### config.mk
export PLATFORM = sky130hd
export DESIGN_NAME = ttim_out_fifo
export DESIGN_NICKNAME = d
export VERILOG_FILES = /design/src/rtl/ttim_pkg.sv /design/src/rtl/ttim_out_fifo.sv
export SDC_FILE = /design/constraint.sdc
export NUM_CORES = 1
export LEC_CHECK = 0
export BUFFER_PORTS_ARGS = -buffer_cell sky130_fd_sc_hd__buf_4
export CORE_MARGIN = 2
export CORE_UTILIZATION = 30
export DETAILED_ROUTE_END_ITERATION = 8
export HOLD_SLACK_MARGIN = 0.03
export MAX_ROUTING_LAYER = met4
export SLEW_MARGIN = 20
export SYNTH_ARGS = -nofsm -noshare
export SYNTH_HDL_FRONTEND = slang
export SYNTH_SLANG_ARGS = --single-unit
export TNS_END_PERCENT = 30
### constraint.sdc
create_clock -name clk_i -period 5.89 [get_ports clk_i]
set_clock_uncertainty 0.15 [all_clocks]
set_input_delay 0.589 -clock clk_i [delete_from_list [all_inputs] [get_ports clk_i]]
set_output_delay 0.589 -clock clk_i [all_outputs]
set_load 0.05 [all_outputs]
### src/rtl/ttim_pkg.sv
`default_nettype none

package ttim_pkg;

  // Geometry
  localparam int MaxDims     = 6;
  localparam int IdxW        = 32;
  localparam int DimW        = 16;
  localparam int AxisW       = 3;
  localparam int RankW       = 3;
  localparam int CoordW      = 16;
  localparam int StrideW     = IdxW + 1;
  localparam int StepBits    = 2;
  localparam int StepsPerDim = CoordW / StepBits;
  localparam int DivStages   = MaxDims * StepsPerDim;
  localparam int DimIdxW     = $clog2(MaxDims);
  localparam int StepIdxW    = $clog2(StepsPerDim);
  localparam int PosW        = $clog2(CoordW);
  localparam int ShW         = StrideW + CoordW;

  // Configuration port
  localparam int CfgAddrW = 4;
  localparam int CfgDataW = MaxDims * AxisW;

  localparam logic [CfgAddrW-1:0] CfgRank = CfgAddrW'(0);
  localparam logic [CfgAddrW-1:0] CfgAxis = CfgAddrW'(1);
  localparam logic [CfgAddrW-1:0] CfgDim0 = CfgAddrW'(2);

  localparam logic [RankW-1:0]          RankReset = RankW'(1);
  localparam logic [MaxDims*AxisW-1:0]  AxisReset = (MaxDims*AxisW)'(181896);
  localparam logic [StrideW-1:0]        IdxCap    = {1'b1, {IdxW{1'b0}}};

  typedef enum logic [2:0] {
    PhIdle,
    PhIn,
    PhOdim,
    PhOut,
    PhSel
  } phase_e;

  // Derived strides handed from the config block to the datapath
  typedef struct packed {
    logic [MaxDims-1:0][StrideW-1:0] dst_stride;
    logic [MaxDims-1:0][IdxW-1:0]    sel_stride;
    logic [StrideW-1:0]              count;
    logic                            busy;
  } derived_t;

  // Payload of one divider pipeline stage
  typedef struct packed {
    logic [IdxW-1:0]                rem;
    logic [MaxDims-1:0][CoordW-1:0] coord;
    logic                           oor;
  } div_t;

  // Clamp the rank register into 1..MaxDims
  function automatic logic [RankW-1:0] eff_rank(input logic [RankW-1:0] r);
    logic [RankW-1:0] res;
    res = r;
    if (r == '0) res = RankW'(1);
    if (r > RankW'(MaxDims)) res = RankW'(MaxDims);
    return res;
  endfunction

endpackage

`default_nettype wire

### src/rtl/ttim_out_fifo.sv
`default_nettype none

module ttim_out_fifo (
  input  wire logic                          clk_i,
  input  wire logic                          rst_ni,
  input  wire logic                          push_i,
  input  wire logic [ttim_pkg::IdxW-1:0]     src_i,
  input  wire logic                          oor_i,
  output      logic                          room_o,
  output      logic                          valid_o,
  input  wire logic                          ready_i,
  output      logic [ttim_pkg::IdxW-1:0]     src_o,
  output      logic                          oor_o
);
  import ttim_pkg::*;

  logic [1:0][IdxW-1:0] src_q;
  logic [1:0]           oor_q;
  logic                 wr_q, rd_q;
  logic [1:0]           cnt_q;
  logic                 pop;

  assign pop     = valid_o && ready_i;
  assign valid_o = (cnt_q != '0);
  assign room_o  = (cnt_q != 2'd2);
  assign src_o   = src_q[rd_q];
  assign oor_o   = oor_q[rd_q];

  // Track fill level and pointers
  always_ff @(posedge clk_i or negedge rst_ni) begin
    if (!rst_ni) begin
      wr_q  <= 1'b0;
      rd_q  <= 1'b0;
      cnt_q <= '0;
    end else begin
      if (push_i) wr_q <= ~wr_q;
      if (pop)    rd_q <= ~rd_q;
      cnt_q <= cnt_q + 2'(push_i) - 2'(pop);
    end
  end

  always_ff @(posedge clk_i) begin
    if (push_i) begin
      src_q[wr_q] <= src_i;
      oor_q[wr_q] <= oor_i;
    end
  end

endmodule

`default_nettype wire

==> results_dict.tcl <==
set metrics [dict create \
    antenna_found_initial 0 \
    antenna_left 0 \
    route.vias.total 1308 \
    antenna_cells 0 \
    use_met3 0.0471 \
    pin_count 72 \
    hold_path.class "in2reg" \
    critPathBufInv 1 \
    critPathMaxFanout 34 \
    yosysTopAreaCell "edfxtp_1" \
    p_seq_frac 0.397 \
    final_nets 238 \
    post_cts_buffers 0 \
    areaGrowthSynthToFinish_pct 28.3 \
    period_minus_slack_ps 2760 \
    ys_warn_count 0 \
    synth_cells 120 \
    grt_pass1_wl_um 6720 \
    core_area_um2 8760 \
    cp-end-kind "primary output" \
    busiest_layer "met2" \
    cts.clk_slew.worst_paths_ps 70 \
    overflow 0 \
    finish.utilization 0.400 \
    synth-edff-count 66 \
    power.leakage_nw 1.40 \
    synth_common_cells "edfxtp_1 (66), mux2_4 (29), dfrtp_1 (4), mux2_2 (4), buf_12 (3)" \
    drc 0 \
    power_density_nw_per_um2 543 \
    power_frac_clock 0.165 \
    crit_arrival_ps 2030 \
    cts_tree "done" \
    synth-seq-cells 70 \
    rsz0062_at_grt "false" \
    ir_drop_v 0.000267 \
    synth_area_per_cell_um2 22.8 \
    cp-start-kind "register" \
    swShare 0.400 \
    crit_chain "mux2_2 -> buf_4" \
    grt_start_max_net_pins 35 \
    maxCapViolations 0 \
    firstDrtPassIters 3 \
    hold_viol_final 0 \
    crit_slowest_cell "dfrtp_2" \
    clock-root-buffer "clkbuf_8" \
    internal-power_mw 1.14 \
    synth_ff_type "edfxtp_1" \
    gp_congestion 0.654 \
    drt_iter0_drc 52 \
    synthTopCellsByArea "edfxtp_1 (73%), mux2_4 (16%), dfrtp_1 (3.7%)" \
    path_class "reg2out" \
    synth_fp_nets 159 \
    drive_gt1_frac 0.591 \
    synth_area_um2 2730 \
    cts_max_level 3 \
    start_util 0.312 \
    p_comb_frac 0.438 \
    crit_path_max_incr_delay_ps 1060 \
    clock_sinks 70 \
    dpl_cell_area_um2 3340 \
    status "complete, no violations" \
    fin_crit_sh 0.469 \
    port_buffers 71 \
    die_w_um 99.4 \
    wire_per_inst_um 14.4 \
    synth_cell_types 15 \
    placementRows 34 \
    insertion_delay_ps 340 \
    yosys.area.top_type_share 0.726 \
    grt_use_met1 0.108 \
    routed_wl_um 4470 \
    final_area_um2 3500 \
    grt_pass1_vias 1356 \
    switchingPower_mw 0.761 \
    fill_cells 809 \
    finalSetupViolations 0 \
    vias_per_cell 4.21 \
    cts_inserted_buffers 9 \
    synthMostInstantiatedCell "edfxtp_1" \
    grt_usage 0.0982 \
    max_freq_ghz 0.362 \
    synthArstFlopShare 0.0571 \
    cts_buffer_depth 2 \
    dp_hpwl_um 2870 \
    worstMarginPinSlew_ps 1050 \
    drv_slew 0 \
    setup_tns_ps 0 \
    dieHeight_um 99.4 \
    critPathTopFamily "flip-flops" \
    dieArea_um2 9880 \
    critical_path_required_ps 5150 \
    yosysSeqAreaShare 0.762 \
    relSlewSlack 0.298 \
    use_met2 0.147 \
]
## registers in the layout, indices dropped and copies added, names as in the netlist
register / count
rd_q: 1
wr_q: 1
cnt_q: 2
src_q: 64
oor_q: 2
## path summary, 6_finish.rpt
check,start,endpoint,slack (ps),depth (start not counted)
setup reg to reg,wr_q,src_q[7],4120,1
hold reg to reg,cnt_q[1],cnt_q[1],380,1
max in group asynchronous,rst_ni,rd_q,5040,2
hold / removal,src_i[11],src_q[11],280,1
min in group asynchronous,rst_ni,cnt_q[1],440,2
setup / recovery,rd_q,src_o[27],3130,2
## cell families (layout without fill, tap and decap cells)
group / count (synthesis) / count (layout) / share of synthesized area
AOI/OAI and AO/OA: 1 / 1 / 0.00275
xor gates and xnor gates: 4 / 4 / 0.0128
adders and majority gates: 2 / 2 / 0.00916
buffers and inverters: 6 / 89 / 0.0289
DFF: 70 / 70 / 0.762
muxes: 33 / 33 / 0.176
and+or+nand+nor: 4 / 4 / 0.00825
## what timing repair did
item	CTS	global route
gates resized for setup	0	0
hold endpoints to repair	4	0
hold buffers	1	0
## final cells by class
| cell class | count | area [um2] | area share |
|---|---|---|---|
| inverters | 2 | 7.51 | 0.00214 |
| flip-flops and latches | 70 | 2080 | 0.594 |
| repair buffers | 72 | 543 | 0.155 |
| well taps | 108 | 135 | 0.0386 |
| clock inverters | 4 | 25.0 | 0.00714 |
| multi-input cells | 44 | 579 | 0.165 |
| clock buffers | 11 | 131 | 0.0375 |
## metal layers
metal	vias to the layer above	wire length (um)
met5	-	0
met3	9	359
met1	629	1900
li1	619	-
met4	0	96
met2	51	2120
## per-stage QoR
stage	setup WS, ps	total power, mW	hold slack, ps	std cells
3_3_place_gp	3460	1.61	239	295
6_report	3130	1.90	279	311
3_5_place_dp	3440	1.62	240	295
5_1_grt	3000	1.99	250	311
2_1_floorplan	3230	1.43	143	120
4_1_cts	3050	1.94	261	311
## placed cells by master (no fill, tap or decap), drive strengths merged
cell          n
clkinv        3
or2           1
dfrtp         4
dlygate4sd3   1
xnor2         2
clkinvlp      1
xor2          2
inv           2
mux2         33
o21a          1
clkbuf       11
edfxtp       66
ha            2
buf          71
nor2b         1
nand2         1
and2          1
## power by group through the flow
stage          registers [mW]  logic, mW  clock network, mW
2_1_floorplan           0.699      0.731                  0
3_3_place_gp            0.767      0.840                  0
3_5_place_dp            0.771      0.846                  0
4_1_cts                 0.760      0.848              0.331
5_1_grt                 0.770      0.870              0.350
6_report                0.755      0.834              0.314
Note: power is estimated with default switching activity, not from simulation.
