[config.mk]
export PLATFORM = sky130hd
export DESIGN_NAME = ttim_cfg
export DESIGN_NICKNAME = d
export VERILOG_FILES = /design/src/rtl/ttim_pkg.sv /design/src/rtl/ttim_cfg.sv
export SDC_FILE = /design/constraint.sdc
export NUM_CORES = 2
export LEC_CHECK = 0
export ABC_AREA = 1
export BUFFER_PORTS_ARGS = -buffer_cell sky130_fd_sc_hd__buf_2
export CAP_MARGIN = 20
export CORE_MARGIN = 5
export CORE_UTILIZATION = 40
export CTS_CLUSTER_DIAMETER = 120
export DETAILED_ROUTE_END_ITERATION = 8
export GPL_ROUTABILITY_DRIVEN = 0
export HOLD_SLACK_MARGIN = 0.1
export SLEW_MARGIN = 40
export SYNTH_ARGS = -nofsm -noshare
export SYNTH_HDL_FRONTEND = slang
export SYNTH_SLANG_ARGS = --single-unit
[constraint.sdc]
create_clock -name clk_i -period 9.2 [get_ports clk_i]
set_input_delay 1.84 -clock clk_i [delete_from_list [all_inputs] [get_ports clk_i]]
set_output_delay 1.84 -clock clk_i [all_outputs]
set_load 0.005 [all_outputs]
[src/rtl/ttim_pkg.sv]
`default_nettype none

package ttim_pkg;

  // Geometry
  localparam int MaxDims     = 6;
  localparam int IdxW        = 32;
  localparam int DimW        = 16;
  localparam int AxisW       = 3;
  localparam int RankW       = 3;
  localparam int CoordW      = 16;
  localparam int StrideW     = IdxW + 1;
  localparam int StepBits    = 2;
  localparam int StepsPerDim = CoordW / StepBits;
  localparam int DivStages   = MaxDims * StepsPerDim;
  localparam int DimIdxW     = $clog2(MaxDims);
  localparam int StepIdxW    = $clog2(StepsPerDim);
  localparam int PosW        = $clog2(CoordW);
  localparam int ShW         = StrideW + CoordW;

  // Configuration port
  localparam int CfgAddrW = 4;
  localparam int CfgDataW = MaxDims * AxisW;

  localparam logic [CfgAddrW-1:0] CfgRank = CfgAddrW'(0);
  localparam logic [CfgAddrW-1:0] CfgAxis = CfgAddrW'(1);
  localparam logic [CfgAddrW-1:0] CfgDim0 = CfgAddrW'(2);

  localparam logic [RankW-1:0]          RankReset = RankW'(1);
  localparam logic [MaxDims*AxisW-1:0]  AxisReset = (MaxDims*AxisW)'(181896);
  localparam logic [StrideW-1:0]        IdxCap    = {1'b1, {IdxW{1'b0}}};

  typedef enum logic [2:0] {
    PhIdle,
    PhIn,
    PhOdim,
    PhOut,
    PhSel
  } phase_e;

  // Derived strides handed from the config block to the datapath
  typedef struct packed {
    logic [MaxDims-1:0][StrideW-1:0] dst_stride;
    logic [MaxDims-1:0][IdxW-1:0]    sel_stride;
    logic [StrideW-1:0]              count;
    logic                            busy;
  } derived_t;

  // Payload of one divider pipeline stage
  typedef struct packed {
    logic [IdxW-1:0]                rem;
    logic [MaxDims-1:0][CoordW-1:0] coord;
    logic                           oor;
  } div_t;

  // Clamp the rank register into 1..MaxDims
  function automatic logic [RankW-1:0] eff_rank(input logic [RankW-1:0] r);
    logic [RankW-1:0] res;
    res = r;
    if (r == '0) res = RankW'(1);
    if (r > RankW'(MaxDims)) res = RankW'(MaxDims);
    return res;
  endfunction

endpackage

`default_nettype wire

[src/rtl/ttim_cfg.sv]
`default_nettype none

module ttim_cfg (
  input  wire logic                              clk_i,
  input  wire logic                              rst_ni,
  input  wire logic                              cfg_valid_i,
  output      logic                              cfg_ready_o,
  input  wire logic [ttim_pkg::CfgAddrW-1:0]     cfg_addr_i,
  input  wire logic [ttim_pkg::CfgDataW-1:0]     cfg_data_i,
  output      ttim_pkg::derived_t                derived_o
);
  import ttim_pkg::*;

  localparam logic [DimIdxW-1:0] KLast = DimIdxW'(MaxDims - 1);

  logic [RankW-1:0]                rank_q;
  logic [MaxDims*AxisW-1:0]        axis_q;
  logic [MaxDims-1:0][DimW-1:0]    dim_q;
  phase_e                          phase_q, phase_d;
  logic [DimIdxW-1:0]              k_q, k_d;
  logic [IdxW-1:0]                 pin_q;
  logic [StrideW-1:0]              pout_q;
  logic [MaxDims-1:0][IdxW-1:0]    in_stride_q;
  logic [MaxDims-1:0][DimW-1:0]    odim_q;
  logic [MaxDims-1:0][StrideW-1:0] dst_stride_q;
  logic [MaxDims-1:0][IdxW-1:0]    sel_q;
  logic [StrideW-1:0]              count_q;

  logic                            wr;
  logic [RankW-1:0]                rank;
  logic [AxisW-1:0]                axis_k;
  logic                            k_in;
  logic                            axis_in;
  logic [DimIdxW-1:0]              dim_idx;
  logic [IdxW+DimW-1:0]            pin_prod;
  logic [StrideW+DimW-1:0]         pout_prod;
  logic [StrideW-1:0]              pout_sat;

  assign cfg_ready_o = 1'b1;
  assign wr          = cfg_valid_i && cfg_ready_o;
  assign rank        = eff_rank(rank_q);
  assign axis_k      = axis_q[k_q*AxisW +: AxisW];
  assign k_in        = RankW'(k_q) < rank;
  assign axis_in     = k_in && (RankW'(axis_k) < rank);
  assign dim_idx     = DimIdxW'(cfg_addr_i - CfgDim0);
  assign pin_prod    = pin_q * dim_q[k_q];
  assign pout_prod   = pout_q * odim_q[k_q];
  assign pout_sat    = (pout_prod > (StrideW+DimW)'(IdxCap)) ? IdxCap : StrideW'(pout_prod);

  // Hold the programmed registers
  always_ff @(posedge clk_i or negedge rst_ni) begin
    if (!rst_ni) begin
      rank_q <= RankReset;
      axis_q <= AxisReset;
      dim_q  <= '{default: DimW'(1)};
    end else if (wr) begin
      unique case (cfg_addr_i)
        CfgRank: rank_q <= cfg_data_i[RankW-1:0];
        CfgAxis: axis_q <= cfg_data_i[MaxDims*AxisW-1:0];
        default: begin
          if (cfg_addr_i >= CfgDim0 && cfg_addr_i < CfgDim0 + CfgAddrW'(MaxDims)) begin
            dim_q[dim_idx] <= cfg_data_i[DimW-1:0];
          end
        end
      endcase
    end
  end

  // Next phase of the stride sweep
  always_comb begin
    phase_d = phase_q;
    k_d     = k_q;
    unique case (phase_q)
      PhIdle: ;
      PhIn: begin
        if (k_q == '0) begin
          phase_d = PhOdim;
        end else begin
          k_d = k_q - DimIdxW'(1);
        end
      end
      PhOdim: begin
        if (k_q == KLast) begin
          phase_d = PhOut;
        end else begin
          k_d = k_q + DimIdxW'(1);
        end
      end
      PhOut: begin
        if (k_q == '0) begin
          phase_d = PhSel;
        end else begin
          k_d = k_q - DimIdxW'(1);
        end
      end
      PhSel: begin
        if (k_q == KLast) begin
          phase_d = PhIdle;
        end else begin
          k_d = k_q + DimIdxW'(1);
        end
      end
      default: phase_d = PhIdle;
    endcase
    if (wr) begin
      phase_d = PhIn;
      k_d     = KLast;
    end
  end

  always_ff @(posedge clk_i or negedge rst_ni) begin
    if (!rst_ni) begin
      phase_q <= PhIdle;
      k_q     <= '0;
    end else begin
      phase_q <= phase_d;
      k_q     <= k_d;
    end
  end

  // Sweep the strides, one dimension per cycle
  always_ff @(posedge clk_i or negedge rst_ni) begin
    if (!rst_ni) begin
      pin_q        <= IdxW'(1);
      pout_q       <= StrideW'(1);
      in_stride_q  <= (MaxDims*IdxW)'(1);
      odim_q       <= '{default: DimW'(1)};
      dst_stride_q <= (MaxDims*StrideW)'(1);
      sel_q        <= (MaxDims*IdxW)'(1);
      count_q      <= StrideW'(1);
    end else if (wr) begin
      pin_q  <= IdxW'(1);
      pout_q <= StrideW'(1);
    end else begin
      case (phase_q)
        PhIn: begin
          if (k_in) begin
            in_stride_q[k_q] <= pin_q;
            pin_q            <= pin_prod[IdxW-1:0];
          end else begin
            in_stride_q[k_q] <= '0;
          end
        end
        PhOdim: odim_q[k_q] <= axis_in ? dim_q[axis_k[DimIdxW-1:0]] : DimW'(1);
        PhOut: begin
          if (k_in) begin
            dst_stride_q[k_q] <= pout_q;
            pout_q            <= pout_sat;
          end else begin
            dst_stride_q[k_q] <= '0;
          end
        end
        PhSel: begin
          if (k_q == '0) count_q <= pout_q;
          sel_q[k_q] <= axis_in ? in_stride_q[axis_k[DimIdxW-1:0]] : '0;
        end
        default: ;
      endcase
    end
  end

  assign derived_o.dst_stride = dst_stride_q;
  assign derived_o.sel_stride = sel_q;
  assign derived_o.count      = count_q;
  assign derived_o.busy       = (phase_q != PhIdle);

endmodule

`default_nettype wire

==> flow_summary.ini <==
[clock_tree]
clk_latency_ns = 0.74
post_cts_resized = 0
postCtsHoldBufs = 0
numCtsBuffers = 103
tritoncts = built
cts_sinks = 899
root_buffer = clkbuf_16
cts.clk_slew.worst_paths_ns = 0.06
post_cts_buffers = 0
clk_path_buf_depth = 3
cts_max_level = 3

[sta]
min_period_over_period = 0.940
setup_viol = 0
rsz0062_at_grt = no
final.setup.tns_ns = 0
max_slew.worst_pin.slew_ns = 0.938
min_period_ns = 8.65
slew_violations = 0
fmax_mhz = 116
fin_skew_ns = 0.0415
relSlewSlack = 0.368
fin_hold_ws_ns = 0.477
hold_viol = 0

[critical_path]
critPathKind = register to register
critical_path.max_fanout = 32
cpMostUsedCell = nand2_1
crit_path_top_delay_cell = inv_1
crit_required_ns = 9.86
crit_start = k_q[1]
arrival_ns = 9.31
worstReg2RegStart = k_q[1]
critPathMaxStageDelay_ns = 0.58
start_kind = register
endpoint_kind = register

[global_route]
grt_max_degree = 152
grt_antenna_before_repair = 12
track_usage = 0.257
grt_overflow = 0
grt_pass1_vias = 55400
grt_pass1_wl_um = 345000

[yosys]
ys.flop_type = dfrtp_1
syn_avg_cell_area_um2 = 8.26
synth-seq-cells = 899
synth_edf_count = 0
synth_fp_nets = 8879
synthArstFlopShare = 1.00
ys_warn_count = 0
syn-cell-area_um2 = 65400
netlist_instances = 7927
yosysSeqAreaShare = 0.344
synth_cell_type_count = 53

[floorplan]
row_count = 148
initial_core_util = 0.402
die_area_um2 = 172000
ios = 450
core-area_um2 = 163000
dieHeight_um = 414
dieWidth_um = 414

[run_status]
outcome = finished, final reports clean

[finish]
utilization = 0.453
nets = 9136
final.fill_count = 16000
final_common_cell = nand2_1
regArea_um2 = 22500
areaGrowthSynthToFinish_pct = 12.8
multiInputGateArea_um2 = 37200
drive_gt1_frac = 0.101
finalNonFillerCells = 10500
layout_common_cells = nand2_1, inv_1, o21ai_0

[detailed_routing]
wl_um = 224000
via_count = 55900
viasPerCell = 5.34
drc = 0
routedWlPerCell_um = 21.4
drt_iter0_markers = 5527
first_pass_iters = 6
ant_nets = 0

[hold_path]
hp-class = register to register
min_from = derived_o[319]

[placed_design]
io_buffers = 448
hpwl_um = 165000
dp_cells = 10300

[power]
p_leak_nw = 35.5
vdd_drop_max_mv = 0.179
power_density_nw_per_um2 = 192

[job]
cap_violations = 0
==> layer usage <==
metal,part of all wire,track usage,up-vias
li1,-,-,25000
met1,0.40,0.343,27800
met2,0.46,0.411,2546
met3,0.087,0.0507,492
met4,0.048,0.112,6
met5,0.00020,0,-
==> power breakdown <==
part | internal [W] | switching [W]
combinational | 0.00135 | 0.00384
clock | 0.00270 | 0.00182
sequential | 0.00421 | 0.000277
==> through the flow <==
stage,instance area [µm²],worst slack [ns],power [W]
after CTS,73700,0.752,0.0142
after floorplan,65400,1.77,0.00751
after detailed placement,70000,0.797,0.00962
after global placement,69800,0.721,0.00953
after global routing,73800,0.139,0.0149
final,73800,0.554,0.0142
==> synthesized netlist by cell type, types with 13 or more instances <==
cell type / number / share of area
a22oi_1: 35 / 0.0040
xor2_1: 28 / 0.0037
buf_2: 38 / 0.0029
nand4_1: 22 / 0.0021
buf_1: 17 / 0.00098
a21oi_1: 154 / 0.012
o22ai_1: 23 / 0.0022
dfrtp_1: 873 / 0.33
nor2_1: 542 / 0.031
inv_1: 1134 / 0.065
dfstp_2: 26 / 0.010
fa_1: 737 / 0.23
ha_1: 190 / 0.036
nand2_1: 2356 / 0.14
o21ai_1: 145 / 0.011
nor3_1: 13 / 0.00099
o21ai_0: 914 / 0.070
clkbuf_1: 347 / 0.020
clkinv_1: 13 / 0.00075
nand3_1: 161 / 0.012
a32o_1: 31 / 0.0047
==> layout make-up <==
type                            count  area share
Multi-Input combinational cell   5465       0.504
Clock inverter                     49     0.00998
Timing Repair Buffer              563      0.0449
Clock buffer                      147      0.0404
Tap cell                         2175      0.0369
Antenna cell                        8    0.000271
Sequential cell                   899       0.305
Inverter                         1152      0.0586
==> registers in the layout, indices dropped and copies added, names as in the netlist <==
name         flops
k_q              3
dim_q           96
phase_q          3
rank_q           3
pin_q           32
count_q         33
axis_q          18
pout_q          33
derived_o      390
odim_q          96
in_stride_q    192
==> worst max-delay path, delay by kind of cell (launching register included) <==
family          cells  cell delay, ns
flops               1            0.55
compound gates      3            0.48
simple gates       18            2.42
buf+inv             9            1.77
fa+ha+maj           7            3.33
==> worst paths after layout <==
check / end / slack, ns / cells past startpoint
max: pout_q[5] / 0.55 / 37
max reg2reg: pout_q[5] / 0.55 / 37
min reg2reg: derived_o[319] / 0.48 / 2
min in group asynchronous: axis_q[1] / 0.97 / 1
max in group asynchronous: derived_o[154] / 6.13 / 5
min: derived_o[319] / 0.48 / 2
==> logic make-up (layout without fill, tap and decap cells) <==
kind of cell	after synthesis	after routing	synth area share
adders and majority gates	927	927	0.262
and+or+nand+nor	3133	3133	0.186
xor gates and xnor gates	38	38	0.00509
AOI/OAI and AO/OA	1365	1365	0.111
other	1	9	0.0000573
muxes	1	1	0.000172
DFF	899	899	0.344
buffers and inverters	1563	1911	0.0910
Note: power is estimated with default switching activity, not from simulation.
