File: config.mk
export PLATFORM = sky130hd
export DESIGN_NAME = ttim_div_stage
export DESIGN_NICKNAME = d
export VERILOG_FILES = /design/src/rtl/ttim_pkg.sv /design/src/rtl/ttim_div_stage.sv
export SDC_FILE = /design/constraint.sdc
export NUM_CORES = 1
export LEC_CHECK = 0
export BUFFER_PORTS_ARGS = -buffer_cell sky130_fd_sc_hd__buf_2
export CAP_MARGIN = 20
export CORE_AREA = 2 2 163 165
export DETAILED_ROUTE_END_ITERATION = 7
export DIE_AREA = 0 0 165 167
export GPL_ROUTABILITY_DRIVEN = 0
export PLACE_DENSITY = 0.61
export SKIP_CTS_REPAIR_TIMING = 1
export SKIP_LAST_GASP = 1
export SYNTH_ARGS = -nofsm -noshare
export SYNTH_HDL_FRONTEND = slang
export SYNTH_SLANG_ARGS = --single-unit
File: constraint.sdc
create_clock -name clk_i -period 1.1 [get_ports clk_i]
set_clock_uncertainty 0.15 [all_clocks]
set_input_delay 0.275 -clock clk_i [delete_from_list [all_inputs] [get_ports clk_i]]
set_output_delay 0.275 -clock clk_i [all_outputs]
set_load 0.02 [all_outputs]
File: src/rtl/ttim_pkg.sv
`default_nettype none

package ttim_pkg;

  // Geometry
  localparam int MaxDims     = 6;
  localparam int IdxW        = 32;
  localparam int DimW        = 16;
  localparam int AxisW       = 3;
  localparam int RankW       = 3;
  localparam int CoordW      = 16;
  localparam int StrideW     = IdxW + 1;
  localparam int StepBits    = 2;
  localparam int StepsPerDim = CoordW / StepBits;
  localparam int DivStages   = MaxDims * StepsPerDim;
  localparam int DimIdxW     = $clog2(MaxDims);
  localparam int StepIdxW    = $clog2(StepsPerDim);
  localparam int PosW        = $clog2(CoordW);
  localparam int ShW         = StrideW + CoordW;

  // Configuration port
  localparam int CfgAddrW = 4;
  localparam int CfgDataW = MaxDims * AxisW;

  localparam logic [CfgAddrW-1:0] CfgRank = CfgAddrW'(0);
  localparam logic [CfgAddrW-1:0] CfgAxis = CfgAddrW'(1);
  localparam logic [CfgAddrW-1:0] CfgDim0 = CfgAddrW'(2);

  localparam logic [RankW-1:0]          RankReset = RankW'(1);
  localparam logic [MaxDims*AxisW-1:0]  AxisReset = (MaxDims*AxisW)'(181896);
  localparam logic [StrideW-1:0]        IdxCap    = {1'b1, {IdxW{1'b0}}};

  typedef enum logic [2:0] {
    PhIdle,
    PhIn,
    PhOdim,
    PhOut,
    PhSel
  } phase_e;

  // Derived strides handed from the config block to the datapath
  typedef struct packed {
    logic [MaxDims-1:0][StrideW-1:0] dst_stride;
    logic [MaxDims-1:0][IdxW-1:0]    sel_stride;
    logic [StrideW-1:0]              count;
    logic                            busy;
  } derived_t;

  // Payload of one divider pipeline stage
  typedef struct packed {
    logic [IdxW-1:0]                rem;
    logic [MaxDims-1:0][CoordW-1:0] coord;
    logic                           oor;
  } div_t;

  // Clamp the rank register into 1..MaxDims
  function automatic logic [RankW-1:0] eff_rank(input logic [RankW-1:0] r);
    logic [RankW-1:0] res;
    res = r;
    if (r == '0) res = RankW'(1);
    if (r > RankW'(MaxDims)) res = RankW'(MaxDims);
    return res;
  endfunction

endpackage

`default_nettype wire

File: src/rtl/ttim_div_stage.sv
`default_nettype none

module ttim_div_stage (
  input  wire logic                            clk_i,
  input  wire logic                            rst_ni,
  input  wire logic                            en_i,
  input  wire logic                            vld_i,
  input  wire ttim_pkg::div_t                  d_i,
  input  wire logic [ttim_pkg::StrideW-1:0]    stride_i,
  input  wire logic [ttim_pkg::DimIdxW-1:0]    dim_i,
  input  wire logic [ttim_pkg::StepIdxW-1:0]   step_i,
  output      logic                            vld_o,
  output      ttim_pkg::div_t                  d_o
);
  import ttim_pkg::*;

  div_t            d_d, d_q;
  logic            vld_q;
  logic [PosW-1:0] pos;
  logic [ShW-1:0]  shifted;

  // Two restoring quotient bits per stage
  always_comb begin
    d_d     = d_i;
    pos     = '0;
    shifted = '0;
    for (int j = 0; j < StepBits; j++) begin
      pos     = PosW'(CoordW - 1 - j) - PosW'(int'(step_i) * StepBits);
      shifted = ShW'(stride_i) << pos;
      if (stride_i != '0 && ShW'(d_d.rem) >= shifted) begin
        d_d.rem              = d_d.rem - shifted[IdxW-1:0];
        d_d.coord[dim_i][pos] = 1'b1;
      end
    end
  end

  always_ff @(posedge clk_i or negedge rst_ni) begin
    if (!rst_ni) begin
      vld_q <= 1'b0;
    end else if (en_i) begin
      vld_q <= vld_i;
    end
  end

  always_ff @(posedge clk_i) begin
    if (en_i) d_q <= d_d;
  end

  assign vld_o = vld_q;
  assign d_o   = d_q;

endmodule

`default_nettype wire

==> results.sh, run 1 <==
export IMPL_final_max_slew_violation_count=0
export IMPL_route_layer_met1_wl_um=16150
export IMPL_synth_seq_area_share_pct=38.30
export IMPL_placed_cells_incl_taps=1921
export IMPL_crit_required_ps=1120
export IMPL_detail_route_antenna_nets=0
export IMPL_initial_core_util_pct=39.51
export IMPL_synth_main_ff_cell="edfxtp_1"
export IMPL_worst_hold_path_num_cells=2
export IMPL_final_layout_size_suffix_gt1_share_pct=55.36
export IMPL_synthDominantCellAreaShare_pct=38.06
export IMPL_fin_crit_sh_pct=530.5
export IMPL_totalNegativeSetupSlack_ps=-526490
export IMPL_finalInstanceArea_mm2=0.01839
export IMPL_timing_fmax_mhz=171.4
export IMPL_synth_distinct_cells=74
export IMPL_detail_route_iter0_violations=1209
export IMPL_met2_routed_wirelength_um=21870
export IMPL_vdd_drop_max_uv=979.9
export IMPL_syn_inst=951
export IMPL_multi_input_gate_area_in_the_final_layout_mm2=0.007062
export IMPL_timing_worst_slew_pin_value_ps=1049
export IMPL_worst_path_max_fanout=6
export IMPL_final_net_count=1970
export IMPL_via_count=11340
export IMPL_seqCellArea_mm2=0.003899
export IMPL_leading_cell_types_by_total_area_after_synthesis="edfxtp_1, ha_1, a21o_1, o21bai_1, mux4_2"
export IMPL_io_buffers=301
export IMPL_worst_hold_margin_ps=-5.315
export IMPL_fillerInstances=1752
export IMPL_crit_path_start_kind="input pin"
export IMPL_globalRouteOverflowTotal=0
export IMPL_groute_usage_overall_pct=26.73
export IMPL_wire_length_of_the_first_global_routing_pass_um=56360
export IMPL_detailed_place_hpwl_um=31280
export IMPL_tritoncts_clock_tree="built"
export IMPL_crit_path_top_delay_cell="mux4_2"
export IMPL_cell_with_the_most_instances_after_synthesis="edfxtp_1"
export IMPL_synthesis_nets=1189
export IMPL_topRoutingLayerUsed="met4"
export IMPL_yosys_area_top_type="edfxtp_1"
export IMPL_run_status="complete, but fails checks"
export IMPL_synth_seq_cells=130
export IMPL_fp_dieArea_mm2=0.02756
export IMPL_power_density_mw_per_mm2=1201
export IMPL_post_dp_cell_area_mm2=0.01513
export IMPL_ys_warn_count=0
export IMPL_final_hold_violation_count=2
export IMPL_min_period_ps=5836
export IMPL_post_synth_instance_area_mm2=0.01018
export IMPL_final_setup_viol_count=258
export IMPL_flow_area_growth_from_synthesis_pct=80.65
export IMPL_final_cells=2087
export IMPL_routed_wirelength_um=43090
export IMPL_std_cell_rows=59
export IMPL_async_flop_share_pct=0.7692
export IMPL_timing_worst_setup_path_type="input pin to register"
export IMPL_avgRoutedWirePerCell_um=20.65
export IMPL_power_leakage_nw=8.293
export IMPL_setup_ws_post_layout_ps=-4736
export IMPL_drv_cap=0
export IMPL_clock_sink_count=130
export IMPL_antenna_violations_before_repair=7
export IMPL_clk_root_buffer_cell="clkbuf_16"
export IMPL_setup_repair_after_global_routing_missed_its_margin="true"
export IMPL_placeableCoreArea_mm2=0.02576
export IMPL_clock_tree_buffer_depth=2
export IMPL_worstPathArrival_ps=5860
export IMPL_end_kind="register"
export IMPL_reg2reg_depth=1
export IMPL_hold_path_class="input pin to register"
export IMPL_clk_insertion_delay_late_ps=430
export IMPL_finalCoreUtilization_pct=71.37
export IMPL_cts_htree_levels=4
export IMPL_violations_in_the_final_reports="hold timing, setup timing"
export IMPL_die_x_um=165
export IMPL_slew_headroom_pct=29.93
export IMPL_dr_wl_met3_um=2605
export IMPL_top_level_ports=302
export IMPL_largest_net_degree_at_the_start_of_global_routing=25
export IMPL_cts_buffers=17
export IMPL_routed_via_density=5.434
export IMPL_p_total_mw=22.09
export IMPL_synth_edff_count=129
export IMPL_drc_violation_count_after_routing=0
export IMPL_synthesis_area_per_instance_um2=10.70
export IMPL_clk_transition_reported_paths_ps=70
export IMPL_worst_path_largest_cell_delay_ps=570
export IMPL_die_h_um=167
export IMPL_vias_in_the_first_global_route=10610
export IMPL_drt_first_pass_iters=5
export IMPL_synth_commonest_cells="edfxtp_1, a21o_1, ha_1"
==> critical path, delay by kind of cell <==
family | cells | cell delay [ps]
adders and majority gates | 2 | 480
AOI/OAI and AO/OA | 13 | 2780
muxes | 3 | 1140
and+or+nand+nor | 1 | 170
xor gates and xnor gates | 1 | 230
buffers and inverters | 5 | 760
==> path summary, 6_finish.rpt <==
kind                            startpoint       end  slack [ps]
worst min register to register       vld_o     vld_o         420
worst max register to register       vld_o     vld_o         170
max in group asynchronous           rst_ni     vld_o         120
worst min-delay path               d_i[27]   d_o[27]          -5
worst max-delay path             step_i[0]  d_o[127]       -4740
min in group asynchronous           rst_ni     vld_o         570
==> cell families (layout without fill, tap and decap cells) <==
family | count (synthesis) | after routing | share of synthesized area, %
multiplexers | 109 | 109 | 14.33
buffers and inverters | 63 | 857 | 2.766
other | 0 | 7 | 0
adder cells (fa/ha/maj) | 66 | 66 | 8.187
flip-flops | 130 | 130 | 38.30
AO/OA/AOI/OAI | 308 | 308 | 20.79
XOR/XNOR | 51 | 51 | 4.388
AND/OR/NAND/NOR | 224 | 224 | 11.24
==> state kept, by name (all words and copies together) (netlist names) <==
| register | flops |
|---|---|
| d_o | 129 |
| vld_o | 1 |
==> area by class of cell <==
type | count | area share [%]
Timing Repair Buffer | 805 | 34.40
Clock buffer | 17 | 2.314
Inverter | 20 | 0.4083
Multi-Input combinational cell | 758 | 38.41
Antenna cell | 7 | 0.09526
Tap cell | 335 | 2.280
Sequential cell | 130 | 21.20
Clock inverter | 15 | 0.8982
==> routing by layer <==
layer  up-vias  GRT usage [%]
li1       5256              -
met3       142          3.686
met4         0          13.19
met1      5371          31.11
met2       571          47.61
met5         -              0
==> power by group <==
part / switching (mW) / total (mW) / internal [mW]
Sequential: 0.171 / 6.09 / 5.92
Clock: 2.65 / 5.89 / 3.24
Combinational: 4.84 / 10.1 / 5.27
Total: 7.66 / 22.1 / 14.4
==> stage by stage <==
stage	worst slack [ps]	hold slack, ps
after global routing	-4871	-2.108
after floorplan	-4784	-170.6
after global placement	-5508	-100.7
final	-4736	-5.315
after CTS	-5272	-558.1
after detailed placement	-5643	-98.23
==> cell usage in the layout, fill, tap and decap left out, types with 29 or more instances in the layout <==
master         instances
o21bai_1              49
edfxtp_1             129
a21o_1                76
buf_4                376
dlygate4sd3_1         91
mux2_2                29
ha_1                  35
buf_6                 89
a21oi_1               40
mux2i_1               29
xnor2_1               32
nand2_1               46
buf_2                226
nor2_1                46
Note: power is estimated with default switching activity, not from simulation.
==> run 2: changes to the inputs <==
REMOVE_ABC_BUFFERS = 1   (was default)
==> run 2 against run 1 <==
Via count decreased by 0.67%. Combinational power decreased by 5%. Core utilization decreased by 3.4 points. First-iteration DRC count is 24% lower. Design area shrank 4.8%. Non-clock buffer count fell by 35. Worst hold slack got worse by 12 ps. Register-to-register slack better by 30 ps. Setup slack better by 76 ps. The flow still finishes with violations (hold timing, setup timing). Total power down 2.9%. Flip-flop and latch count did not move. Wire length fell by 0.69%.
==> results.sh, run 2 (synthesis results as in run 1) <==
export IMPL_drt_first_pass_iters=7
export IMPL_grt_util_met3_pct=5.156
export IMPL_worstPathArrival_ps=5790
export IMPL_cts_buffers=17
export IMPL_final_hold_violation_count=9
export IMPL_routed_wirelength_um=42790
export IMPL_worst_hold_path_num_cells=2
export IMPL_globalRouteOverflowTotal=0
export IMPL_pwr_share_clk_pct=27.1
export IMPL_top_level_ports=302
export IMPL_worst_path_max_fanout=7
export IMPL_drc_violation_count_after_routing=0
export IMPL_clk_transition_reported_paths_ps=80
export IMPL_setup_repair_after_global_routing_missed_its_margin="true"
export IMPL_reg2reg_depth=1
export IMPL_violations_in_the_final_reports="hold timing, setup timing"
export IMPL_final_setup_viol_count=258
export IMPL_timing_rr_end="vld_o"
export IMPL_fin_crit_sh_pct=523.7
export IMPL_min_period_ps=5760
export IMPL_timing_fmax_mhz=173.6
export IMPL_post_dp_cell_area_mm2=0.01473
export IMPL_crit_path_start_kind="input pin"
export IMPL_pwr_share_comb_pct=44.8
export IMPL_via_count=11260
export IMPL_groute_usage_overall_pct=27.47
export IMPL_r2r_setup_slack_ps=200
export IMPL_final_layout_size_suffix_gt1_share_pct=54.33
export IMPL_end_kind="register"
export IMPL_hold_path_class="input pin to register"
export IMPL_cell_internal_pwr_mw=13.79
export IMPL_setup_ws_post_layout_ps=-4660
export IMPL_detail_route_iter0_violations=917
export IMPL_run_status="complete, but fails checks"
export IMPL_global_route_usage_met2_pct=48.57
export IMPL_vdd_drop_max_uv=762.9
export IMPL_die_x_um=165
export IMPL_std_cell_rows=59
export IMPL_power_density_mw_per_mm2=1226
export IMPL_clock_sink_count=130
export IMPL_clock_tree_buffer_depth=2
export IMPL_worst_hold_path_ep="d_o[56]"
export IMPL_routed_via_density=5.505
export IMPL_power_switching_mw=7.657
export IMPL_detail_route_antenna_nets=0
export IMPL_final_max_slew_violation_count=0
export IMPL_largest_reg_flops=129
export IMPL_drv_cap=0
export IMPL_p_total_mw=21.45
export IMPL_cts_htree_levels=4
export IMPL_io_buffers=301
export IMPL_timing_worst_setup_path_type="input pin to register"
export IMPL_totalNegativeSetupSlack_ps=-528220
export IMPL_finalInstanceArea_mm2=0.01750
export IMPL_crit_required_ps=1130
export IMPL_switching_share_pct=35.69
export IMPL_tritoncts_clock_tree="built"
export IMPL_clk_insertion_delay_late_ps=430
export IMPL_antenna_violations_before_repair=2
export IMPL_mostFrequentLayoutCells="buf_4, buf_2, edfxtp_1"
export IMPL_register_share_of_total_power_pct=28.1
export IMPL_wire_length_of_the_first_global_routing_pass_um=57550
export IMPL_die_h_um=167
export IMPL_final_net_count=1935
export IMPL_detailed_place_hpwl_um=31780
export IMPL_timing_worst_slew_pin_value_ps=706.5
export IMPL_placeableCoreArea_mm2=0.02576
export IMPL_grt_busiest_layer="met2"
export IMPL_largest_net_degree_at_the_start_of_global_routing=50
export IMPL_flow_area_growth_from_synthesis_pct=71.92
export IMPL_avgRoutedWirePerCell_um=20.91
export IMPL_critical_path_reg2reg_startpoint="vld_o"
export IMPL_worst_hold_margin_ps=-17.20
export IMPL_layout_commonest_cell="buf_4"
export IMPL_fp_dieArea_mm2=0.02756
export IMPL_min_delay_start="d_i[56]"
export IMPL_slew_headroom_pct=52.54
export IMPL_clk_root_buffer_cell="clkbuf_16"
export IMPL_dp_worst_setup_slack_ps=-5727
export IMPL_vias_in_the_first_global_route=10540
export IMPL_power_leakage_nw=7.931
export IMPL_grt_met1_usage_pct=32.20
export IMPL_initial_core_util_pct=39.51
## run 2: power by group through the flow
stage	sequential, mW	clock, mW	combinational, mW
detailed placement	6.13	0	7.94
floorplan	6.67	0	3.46
finish	6.02	5.81	9.62
CTS	6.02	5.88	8.00
global route	6.06	6.11	10.3
global placement	6.12	0	7.86
## run 2: layer usage
layer  wire length [um]  part of all wire, %
met2              21760                   51
met4               2186                  5.1
met3               2692                  6.3
met1              16140                   38
met5                 11                0.026
## run 2: layout make-up
class,instances,area (um2)
Clock buffer,17,425.4
Antenna cell,1,2.502
Fill cell,1905,8264
Inverter,20,75.07
Tap cell,335,419.2
Sequential cell,130,3899
Timing Repair Buffer,770,5575
Multi-Input combinational cell,758,6940
Clock inverter,15,162.7
## run 2: stage by stage
stage / util (%) / std cells
detailed placement: 57.16 / 1897
floorplan: - / 908
global route: 67.92 / 2046
global placement: 57.16 / 1897
CTS: 59.44 / 1929
finish: 67.92 / 2046
## run 2: worst max-delay path by stage
stage | from | endpoint | depth (start not counted)
floorplan | step_i[1] | d_o[17] | 20
finish | step_i[0] | d_o[127] | 28
CTS | step_i[1] | d_o[127] | 26
global route | step_i[0] | d_o[81] | 27
detailed placement | step_i[1] | d_o[127] | 26
global placement | step_i[1] | d_o[127] | 24
## run 2: worst max-delay path, stage by stage
cell and delay [ps]:
buf_8 110, buf_12 140, buf_12 130, mux2i_2 220, a22oi_1 130, buf_4 160
ha_1 300, nand3_1 120, nand2b_4 150, o221ai_2 110, o31a_1 340, o311a_1 400
a21o_1 230, a21o_4 280, buf_12 160, buf_6 120, mux2_4 310, ha_4 250
buf_6 120, a21oi_1 150, o211ai_1 150, a21oi_2 240, o2111ai_4 180, a31oi_4 240
o21ai_2 130, a221oi_2 290, xor2_1 220, a211oi_2 100
==> run 3: changes to the inputs <==
CTS_BUF_LIST = sky130_fd_sc_hd__clkbuf_2 sky130_fd_sc_hd__clkbuf_4 sky130_fd_sc_hd__clkbuf_8   (was default)
clock period = 5.9 ns   (was 1.1 ns; I/O delays follow)
==> run 3 against run 2 <==
The run ends with setup timing left. Total power down 83%. Wire length shrank 3.4%. Core utilization decreased by 4.0 points. Global-route usage is 0.47 points lower. Via count shrank 3.4%. Count of clock-buffer cells in the layout did not move. Design area down 5.8%. Critical path depth fell by 2. Sequential share of layout area up 1.4 points. Flip-flop and latch count stayed put. Clock power decreased by 86%. Sequential power down 81%. Critical endpoint unchanged. Largest power group unchanged.
==> results.sh, run 3 (synthesis results as in run 1) <==
export IMPL_run_status="complete, but fails checks"
export IMPL_violations_in_the_final_reports="setup timing"
export IMPL_via_count=10880
export IMPL_setup_repair_after_global_routing_missed_its_margin="true"
export IMPL_fin_crit_sh_pct=113.6
export IMPL_tritoncts_clock_tree="built"
export IMPL_route_layer_met1_wl_um=15710
export IMPL_die_h_um=167
export IMPL_met2_routed_wirelength_um=21000
export IMPL_routed_wirelength_um=41340
export IMPL_globalRouteOverflowTotal=0
export IMPL_vdd_drop_max_uv=142.5
export IMPL_setup_ws_post_layout_ps=-799.7
export IMPL_fp_dieArea_mm2=0.02756
export IMPL_clk_transition_reported_paths_ps=110
export IMPL_vias_in_the_first_global_route=10200
export IMPL_die_x_um=165
export IMPL_final_setup_viol_count=80
export IMPL_clk_insertion_delay_late_ps=460
export IMPL_detail_route_iter0_violations=1002
export IMPL_io_buffers=301
export IMPL_hold_path_class="register to register"
export IMPL_crit_required_ps=5970
export IMPL_cts_buffers=17
export IMPL_avgRoutedWirePerCell_um=21.35
export IMPL_routed_via_density=5.619
export IMPL_placeableCoreArea_mm2=0.02576
export IMPL_p_total_mw=3.701
export IMPL_slew_headroom_pct=39.77
export IMPL_drc_violation_count_after_routing=0
export IMPL_wire_length_of_the_first_global_routing_pass_um=56590
export IMPL_largest_reg_flops=129
export IMPL_final_hold_violation_count=0
export IMPL_drv_cap=0
export IMPL_mostFrequentLayoutCells="buf_4, buf_2, edfxtp_1"
export IMPL_finalInstanceArea_mm2=0.01648
export IMPL_layout_commonest_cell="buf_4"
export IMPL_end_kind="register"
export IMPL_fillerInstances=2054
export IMPL_initial_core_util_pct=39.51
export IMPL_antenna_violations_before_repair=4
export IMPL_final_layout_size_suffix_gt1_share_pct=58.14
export IMPL_dp_worst_setup_slack_ps=-2097
export IMPL_std_cell_rows=59
export IMPL_min_period_ps=6700
export IMPL_worstPathArrival_ps=6770
export IMPL_flow_area_growth_from_synthesis_pct=61.92
export IMPL_timing_fmax_mhz=149.3
export IMPL_power_leakage_nw=7.323
export IMPL_timing_worst_slew_pin_value_ps=903.5
export IMPL_groute_usage_overall_pct=27.00
export IMPL_detail_route_antenna_nets=0
export IMPL_worst_path_max_fanout=6
export IMPL_drt_first_pass_iters=7
export IMPL_clock_sink_count=130
export IMPL_final_net_count=1823
export IMPL_post_dp_cell_area_mm2=0.01443
export IMPL_cts_htree_levels=4
export IMPL_dr_wl_met3_um=2860
export IMPL_clock_tree_buffer_depth=2
export IMPL_top_level_ports=302
export IMPL_timing_worst_setup_path_type="input pin to register"
export IMPL_clk_root_buffer_cell="clkbuf_8"
export IMPL_final_max_slew_violation_count=0
export IMPL_largest_net_degree_at_the_start_of_global_routing=65
export IMPL_topRoutingLayerUsed="met5"
export IMPL_crit_path_start_kind="input pin"
export IMPL_detailed_place_hpwl_um=31180
export IMPL_power_density_mw_per_mm2=224.5
export IMPL_worst_hold_margin_ps=366.6
export IMPL_totalNegativeSetupSlack_ps=-58950
==> run 3: final cells by class <==
cell class | instances | area (um2) | area share, %
Multi-Input combinational cell | 759 | 7191 | 43.63
Timing Repair Buffer | 657 | 4494 | 27.27
Sequential cell | 130 | 3899 | 23.66
Tap cell | 335 | 419.2 | 2.543
Clock buffer | 17 | 234.0 | 1.420
Clock inverter | 15 | 161.4 | 0.9794
Inverter | 20 | 75.07 | 0.4555
Antenna cell | 3 | 7.507 | 0.04555
==> run 3: where the power goes <==
part / internal [mW] / switching (mW) / total (mW) / leakage (nW)
sequential: 1.10 / 0.0208 / 1.12 / 1.27
combinational: 0.892 / 0.896 / 1.79 / 5.86
clock: 0.318 / 0.471 / 0.790 / 0.194
==> run 3: worst max-delay path: stages <==
cell	delay [ps]
clkbuf_16	140
mux2i_2	300
mux2i_4	130
a22oi_2	250
ha_1	300
buf_4	160
nand2_2	70
o221ai_2	120
o31a_1	310
o311a_1	390
a21o_1	230
a21o_4	290
buf_12	160
buf_6	120
mux2_4	310
ha_4	250
buf_4	150
a21oi_1	130
o211ai_1	140
a21oi_2	230
o2111ai_4	180
a31oi_4	220
o21ai_2	110
a221oi_2	280
xor2_1	210
a211oi_2	90
==> run 3: final timing paths <==
path / start / endpoint / slack [ps] / cells past startpoint
setup / recovery: step_i[1] / d_o[127] / -800 / 26
hold / removal: vld_o / vld_o / 370 / 1
setup reg to reg: vld_o / vld_o / 5010 / 1
hold reg to reg: vld_o / vld_o / 370 / 1
max in group asynchronous: rst_ni / vld_o / 4900 / 1
min in group asynchronous: rst_ni / vld_o / 610 / 1
==> run 3: through the flow <==
| step | utilization [%] | std cells |
|---|---|---|
| after detailed placement | 56.01 | 1869 |
| after global placement | 56.01 | 1869 |
| after global routing | 63.97 | 1936 |
| final | 63.97 | 1936 |
| after CTS | 57.54 | 1901 |
| after floorplan | - | 908 |
==> run 3: per-layer routing <==
layer  up-vias  GRT usage [%]
met5         -              0
met4         2          10.59
met3       115          3.611
met2       537          48.28
met1      5259          32.47
li1       4966              -
